===== config.mk =====
export PLATFORM = sky130hd
export DESIGN_NAME = chm_queue
export DESIGN_NICKNAME = d
export VERILOG_FILES = /design/src/rtl/chm_pkg.sv /design/src/rtl/chm_queue.sv
export SDC_FILE = /design/constraint.sdc
export NUM_CORES = 1
export LEC_CHECK = 0
export BUFFER_PORTS_ARGS = -buffer_cell sky130_fd_sc_hd__buf_2
export CAP_MARGIN = 10
export CORE_UTILIZATION = 52
export DETAILED_ROUTE_END_ITERATION = 8
export GPL_TIMING_DRIVEN = 0
export PLACE_DENSITY = 0.79
export SLEW_MARGIN = 10
export SYNTH_ARGS = -nofsm -noshare
export SYNTH_HDL_FRONTEND = slang
export SYNTH_SLANG_ARGS = --single-unit

===== constraint.sdc =====
create_clock -name clk -period 10.1 [get_ports clk]
set_input_delay 0.505 -clock clk [delete_from_list [all_inputs] [get_ports clk]]
set_output_delay 0.505 -clock clk [all_outputs]
set_load 0.01 [all_outputs]

===== src/rtl/chm_pkg.sv =====
// ----------------------------------------------------------------------------
// chm_pkg
// Shared types and constants of the chained hash map engine.
// ----------------------------------------------------------------------------
package chm_pkg;

  localparam int POOL_CAPACITY = 256;
  localparam int NUM_BUCKETS   = 256;
  localparam int KEY_WIDTH     = 64;
  localparam int VALUE_WIDTH   = 64;
  localparam int HASH_WIDTH    = 32;

  localparam int NODE_W  = $clog2(POOL_CAPACITY);
  localparam int POOL_W  = $clog2(POOL_CAPACITY + 1);
  localparam int BKT_W   = $clog2(NUM_BUCKETS);
  localparam int COUNT_W = 9;
  localparam int QUEUE_DEPTH = 2;
  localparam int QPTR_W  = $clog2(QUEUE_DEPTH);
  localparam int QCNT_W  = $clog2(QUEUE_DEPTH + 1);

  localparam logic [2:0] REQ_LOOKUP        = 3'd0;
  localparam logic [2:0] REQ_INSERT        = 3'd1;
  localparam logic [2:0] REQ_GET_OR_INSERT = 3'd2;
  localparam logic [2:0] REQ_REMOVE        = 3'd3;
  localparam logic [2:0] REQ_CLEAR         = 3'd4;

  typedef enum logic [2:0] {
    OP_LOOKUP,
    OP_INSERT,
    OP_GET_OR_INSERT,
    OP_REMOVE,
    OP_CLEAR,
    OP_NONE
  } op_t;

  typedef enum logic [2:0] {
    ST_IDLE,
    ST_HEAD,
    ST_CMP,
    ST_DECIDE,
    ST_ALLOC,
    ST_SWEEP
  } state_t;

  typedef struct packed {
    op_t                    op;
    logic [KEY_WIDTH-1:0]   key;
    logic [HASH_WIDTH-1:0]  hash;
    logic [VALUE_WIDTH-1:0] value;
    logic [BKT_W-1:0]       bucket;
  } req_t;

  typedef struct packed {
    logic                   found;
    logic                   is_new;
    logic [VALUE_WIDTH-1:0] value;
    logic                   status;
    logic [COUNT_W-1:0]     count;
  } res_t;

endpackage


===== src/rtl/chm_queue.sv =====
// ----------------------------------------------------------------------------
// chm_queue
// Short request queue between the front and the back.
// ----------------------------------------------------------------------------
module chm_queue (
  input  logic          clk,
  input  logic          rst,
  input  logic          push,
  input  chm_pkg::req_t wdata,
  output logic          full,
  input  logic          pop,
  output logic          not_empty,
  output chm_pkg::req_t rdata
);

  chm_pkg::req_t mem [chm_pkg::QUEUE_DEPTH];
  logic [chm_pkg::QPTR_W-1:0] wptr;
  logic [chm_pkg::QPTR_W-1:0] rptr;
  logic [chm_pkg::QCNT_W-1:0] count;

  assign full      = count == chm_pkg::QCNT_W'(chm_pkg::QUEUE_DEPTH);
  assign not_empty = count != '0;
  assign rdata     = mem[rptr];

  always_ff @(posedge clk) begin
    if (push) begin
      mem[wptr] <= wdata;
    end
  end

  always_ff @(posedge clk) begin
    if (rst) begin
      wptr  <= '0;
      rptr  <= '0;
      count <= '0;
    end else begin
      if (push) begin
        wptr <= (wptr == chm_pkg::QPTR_W'(chm_pkg::QUEUE_DEPTH - 1)) ? '0 : wptr + 1'b1;
      end
      if (pop) begin
        rptr <= (rptr == chm_pkg::QPTR_W'(chm_pkg::QUEUE_DEPTH - 1)) ? '0 : rptr + 1'b1;
      end
      if (push && !pop) begin
        count <= count + 1'b1;
      end else if (pop && !push) begin
        count <= count - 1'b1;
      end
    end
  end

endmodule


==> flow_metrics.env, run 1 <==
export IMPL_outcome="finished clean"
export IMPL_regToRegSetupSlack_ns=8.09
export IMPL_final_fill_count=1613
export IMPL_ys_warn_count=0
export IMPL_cts_resized=0
export IMPL_place_congestion=0.783
export IMPL_synth_seq_cells=347
export IMPL_skew_ns=0.0148
export IMPL_fin_crit_ns=2.37
export IMPL_max_freq_ghz=0.421
export IMPL_cp_slowest_cell="mux2_4"
export IMPL_ant_nets=0
export IMPL_hp_start="wdata[27]"
export IMPL_synth_cell_type_count=17
export IMPL_clock_latency_ns=0.50
export IMPL_clock_sinks=347
export IMPL_setup_viol=0
export IMPL_die_width_um=160
export IMPL_synth_area_per_cell_um2=23.3
export IMPL_dieArea_um2=25500
export IMPL_cp_slowest_stage_delay_ns=0.33
export IMPL_root_buffer="clkbuf_16"
export IMPL_layout_commonest_cell="buf_2"
export IMPL_cp_start_kind="flop"
export IMPL_route_detailed_drc=0
export IMPL_required_ns=9.60
export IMPL_synth_top_area_cell="edfxtp_1"
export IMPL_path_clk_slew_ns=0.06
export IMPL_ios=348
export IMPL_antenna_found_initial=6
export IMPL_grt_overflow_total=0
export IMPL_core_rowCount=57
export IMPL_hold_class="in2reg"
export IMPL_crit_arrival_ns=1.87
export IMPL_grt_pass1_vias=7030
export IMPL_r2r_start="wptr$_SDFFE_PP0P_"
export IMPL_syn_nets=730
export IMPL_core_um2=24300
export IMPL_finalMaxSlewViolations=0
export IMPL_wirelength_um=24800
export IMPL_cp_common_cell="buf_6"
export IMPL_holdPathStages=1
export IMPL_post_route_period_util=0.235
export IMPL_p_leak_nw=6.41
export IMPL_fin_tns_setup_ns=0
export IMPL_crit_fanout=10
export IMPL_hold_viol_final=0
export IMPL_dp_hpwl_um=17100
export IMPL_rsz0062_at_grt="false"
export IMPL_port_buffers=347
export IMPL_cap_violations=0
export IMPL_crit_type="reg2out"
export IMPL_worstReg2RegEnd="mem[0][8]$_DFFE_PP_"
export IMPL_layout_common_cells="355 x buf_2, 342 x edfxtp_1, 90 x mux2_4"
export IMPL_die_h_um=160
export IMPL_area_growth_pct=27.1
export IMPL_grtUsageTotal=0.193
export IMPL_p_per_area_nw_per_um2=203
export IMPL_instances_no_fill=1300
export IMPL_ctsLongestPathBuffers=3
export IMPL_cts_tree="done"
export IMPL_cts_htree_levels=2
export IMPL_drt_iter0_markers=361
export IMPL_worstMarginPinSlew_ns=0.726
export IMPL_vias_per_cell=5.03
export IMPL_vias=6545
export IMPL_post_cts_repair_setup_buffers=0
export IMPL_synth_area_um2=12900
export IMPL_seq_area_frac_synth=0.804
export IMPL_fin_ws_ns=7.73
export IMPL_ir_worst_vdd_uv=183
export IMPL_slew_headroom=0.515
export IMPL_synthCells=554
export IMPL_cts_made_buffers=37
export IMPL_firstDrtPassIters=4
export IMPL_synthTopCellsByArea="edfxtp_1 80%, mux2_4 10%, mux2_2 7.1%"
export IMPL_layout_drive_gt1_share=0.617
export IMPL_final_nets=1125
export IMPL_cp_end_kind="output port"
export IMPL_grt_pass1_wl_um=37300
export IMPL_drt_wirelength_per_cell_um=19.1
export IMPL_grt_max_degree=50
export IMPL_ctsHoldBuffers=0
export IMPL_initial_core_util=0.531
export IMPL_dp_cells=1234
export IMPL_synth_top_cell_area_share=0.796
export IMPL_worstHoldEndpoint="mem[1][27]$_DFFE_PP_"
export IMPL_worstPathCellList="buf_6 > buf_6 > buf_6 > mux2_4 > buf_2"
export IMPL_reg2reg_depth=4
export IMPL_dp_slack_ns=7.76
## state kept, by name, indices dropped and copies added (netlist names), named ones only
name,count
mem,342
count,2
rptr,1
wptr,1
## power by group
| group | switching, mW | internal, mW | leakage [nW] | total [mW] |
|---|---|---|---|---|
| Sequential | 0.0209 | 1.68 | 3.25 | 1.70 |
| Clock | 0.505 | 0.725 | 0.551 | 1.23 |
| Combinational | 0.199 | 0.198 | 2.60 | 0.397 |
## stage by stage
step / utilization / cell area [um2] / hold slack [ns] / power, mW
floorplan: - / 12900 / 0.456 / 1.97
global placement: 0.619 / 15000 / 0.473 / 2.13
detailed placement: 0.628 / 15300 / 0.499 / 2.13
CTS: 0.674 / 16400 / 0.163 / 3.37
global route: 0.674 / 16400 / 0.165 / 3.44
finish: 0.674 / 16400 / 0.183 / 3.33
## critical path, delay by kind of cell, from the launching register on
| family | cells | cell delay [ns] |
|---|---|---|
| buf+inv | 4 | 0.70 |
| mux | 1 | 0.33 |
| flops | 1 | 0.32 |
## synth_stat cells
cell type,number
or3_1,1
edfxtp_1,342
nor2_1,4
inv_1,1
buf_6,11
mux2_4,90
buf_2,8
ha_1,1
and2_1,1
o21ai_0,1
mux2_2,81
xor2_1,2
dfxtp_1,5
nor2b_1,2
or2_2,1
xnor2_1,2
a21oi_1,1
## logic make-up (layout without fill, tap and decap cells)
group	count (synthesis)	count (layout)	share of synthesized area
DFF	347	347	0.804
muxes	171	171	0.175
buffers and inverters	20	438	0.0130
and+or+nand+nor	9	9	0.00359
xor gates and xnor gates	4	4	0.00272
AOI/OAI and AO/OA	2	2	0.000775
adders and majority gates	1	1	0.000969
other	0	4	0
## layout make-up
class	count	area, um2	area share
diodes	4	10.0	0.000610
plain buffers	19	164	0.00999
clock buffers	43	991	0.0604
clock inverters	19	125	0.00763
inverters	1	3.75	0.000229
multi-input cells	187	2380	0.145
flip-flops and latches	347	10400	0.632
well taps	324	405	0.0247
repair buffers	356	1950	0.119
## metal layers
metal	GRT usage	share of wire	up-vias	wire length, um
li1	-	-	3012	-
met1	0.215	0.36	3140	8800
met2	0.341	0.51	329	12600
met3	0.0669	0.11	60	2640
met4	0.0739	0.030	4	750
met5	0	0.00081	-	20
## how the worst max path moves through the flow
stage / start / endpoint / slack [ns] / depth (start not counted)
final: flop / rdata[142] / 7.73 / 5
after global routing: flop / rdata[94] / 7.65 / 5
after CTS: flop / rdata[142] / 7.68 / 5
after detailed placement: push / mem[0][3]$_DFFE_PP_ / 7.76 / 5
after global placement: push / mem[0][3]$_DFFE_PP_ / -2.85 / 2
after floorplan: push / mem[0][0]$_DFFE_PP_ / 1.49 / 1
Note: power is estimated with default switching activity, not from simulation.
==> inputs of run 2 (changes only) <==
Settings changed: CORE_UTILIZATION 52 to 47, PLACE_DENSITY 0.79 to 0.75.
Clock period 10.1 ns to 1.9 ns, I/O delays scaled along.
==> run 2 against run 1 <==
  * Clock skew rose by 0.0092 ns
  * Combinational power rose to 7.0 times the previous value
  * Via count increased by 12%
  * Final cell count rose by 15%
  * Wire length grew 18%
  * Worst setup slack worse by 7.7 ns
  * Cell area increased by 14%
  * First-iteration DRC count grew 12%
==> flow_metrics.env, run 2 (synthesized netlist as in run 1, its figures left out) <==
export IMPL_ant_nets=0
export IMPL_worstPathCellList="buf_12 > clkbuf_16 > buf_12 > mux2_4 > buf_2"
export IMPL_firstDrtPassIters=4
export IMPL_final_fill_count=1625
export IMPL_postLayoutCoreUtil=0.695
export IMPL_totalPowerFinal_mw=18.3
export IMPL_place_congestion=0.731
export IMPL_fin_crit_ns=1.87
export IMPL_cp_slowest_cell="dfxtp_2"
export IMPL_crit_arrival_ns=1.77
export IMPL_outcome="finished clean"
export IMPL_cts_tree="done"
export IMPL_grt_max_degree=62
export IMPL_skew_ns=0.0240
export IMPL_slew_headroom=0.751
export IMPL_crit_fanout=10
export IMPL_ctsLongestPathBuffers=3
export IMPL_cap_violations=0
export IMPL_cts_htree_levels=2
export IMPL_largest_register="mem"
export IMPL_required_ns=1.80
export IMPL_hold_class="in2reg"
export IMPL_port_buffers=347
export IMPL_die_width_um=168
export IMPL_initial_core_util=0.479
export IMPL_cp_slowest_stage_delay_ns=0.33
export IMPL_drt_iter0_markers=405
export IMPL_crit_type="reg2out"
export IMPL_route_detailed_drc=0
export IMPL_path_delay_family="buffers and inverters"
export IMPL_worstMarginPinSlew_ns=0.373
export IMPL_crit_buf_inv=4
export IMPL_max_freq_ghz=0.535
export IMPL_vias=7349
export IMPL_clock_latency_ns=0.50
export IMPL_p_leak_nw=7.32
export IMPL_p_per_area_nw_per_um2=977
export IMPL_core_um2=27000
export IMPL_final_nets=1303
export IMPL_layout_common_cells="342 x edfxtp_1, 284 x buf_2, 174 x dlygate4sd3_1"
export IMPL_cts_made_buffers=36
export IMPL_register_area_um2=10400
export IMPL_vias_per_cell=4.93
export IMPL_instances_no_fill=1492
export IMPL_antenna_found_initial=2
export IMPL_path_clk_slew_ns=0.05
export IMPL_dp_cells=1252
export IMPL_layout_drive_gt1_share=0.522
export IMPL_cp_common_cell="buf_12"
export IMPL_dieArea_um2=28100
export IMPL_area_growth_pct=45.1
export IMPL_cp_start_kind="flop"
export IMPL_wirelength_um=29200
export IMPL_die_h_um=168
export IMPL_core_rowCount=60
export IMPL_finalMaxSlewViolations=0
export IMPL_drt_wirelength_per_cell_um=19.6
export IMPL_hold_viol_final=0
export IMPL_dp_slack_ns=-0.000546
export IMPL_layout_commonest_cell="edfxtp_1"
export IMPL_multi_input_comb_area_um2=2380
export IMPL_root_buffer="clkbuf_16"
export IMPL_top_regs="mem: 342 flops, count: 2 flops"
export IMPL_fin_ws_ns=0.0302
export IMPL_grt_pass1_vias=7747
export IMPL_ir_worst_vdd_uv=865
export IMPL_clock_sinks=347
export IMPL_post_route_period_util=0.984
export IMPL_largest_reg_flops=342
export IMPL_rsz0062_at_grt="true"
export IMPL_grtUsageTotal=0.195
export IMPL_cp_end_kind="output port"
export IMPL_fin_tns_setup_ns=0
export IMPL_grt_overflow_total=0
export IMPL_ios=348
export IMPL_dp_hpwl_um=17200
export IMPL_grt_pass1_wl_um=42000
export IMPL_setup_viol=0
-- run 2: cell count changes in the layout (fill, tap and decap cells not counted), moves of 3 or more --
cell / change
buf_2: -71
buf_6: +52
buf_12: +10
buf_4: +3
clkinv_2: -3
dlygate4sd3_1: +174
clkbuf_4: +7
clkbuf_1: +6
-- run 2: per-layer routing --
metal,up-vias,track usage,wire (um)
li1,3364,-,-
met1,3632,0.219,11000
met2,300,0.356,15400
met3,53,0.0548,2100
met4,0,0.0670,703
met5,-,0,0
-- run 2: layout make-up --
type	count	area share
flip-flops and latches	347	0.554
diodes	2	0.000267
multi-input cells	187	0.127
clock inverters	13	0.00595
clock buffers	47	0.0514
plain buffers	19	0.0150
well taps	341	0.0228
repair buffers	535	0.224
inverters	1	0.000200
-- run 2: per-stage QoR --
stage	hold slack, ns	cell area, um2
CTS	0.0711	18200
global placement	0.282	15100
floorplan	0.160	12900
detailed placement	0.286	15300
global route	0.102	18700
finish	0.0883	18700
-- run 2: worst register-to-register path, delay by kind of cell (launching register included) --
kind,cells,cell delay (ns)
buffers and inverters,1,0.36
and+or+nand+nor,1,0.39
DFF,1,0.37
-- run 2: path summary, 6_finish.rpt --
check                               end  depth (start not counted)                   from  slack [ns]
hold / removal    count[0]$_SDFFE_PP0P_                          4                   push        0.09
hold reg to reg   count[1]$_SDFFE_PP0P_                          2  count[1]$_SDFFE_PP0P_        0.51
setup / recovery              rdata[84]                          5                   flop        0.03
setup reg to reg   mem[1][85]$_DFFE_PP_                          2      wptr$_SDFFE_PP0P_        0.40
-- run 2: repair_timing --
action | 4_1_cts | 5_1_grt
endpoints found under the hold margin | 347 | 0
endpoints found under the setup margin | 162 | 160
gates cloned | 0 | 2
setup buffers | 2 | 0
hold buffers | 174 | 0
pin swaps | 0 | 0
resized for setup | 15 | 81
-- run 2: power by group --
group / total [mW] / switching (mW) / internal, mW
logic: 2.76 / 1.21 / 1.54
registers: 9.06 / 0.118 / 8.94
clock network: 6.49 / 2.66 / 3.82
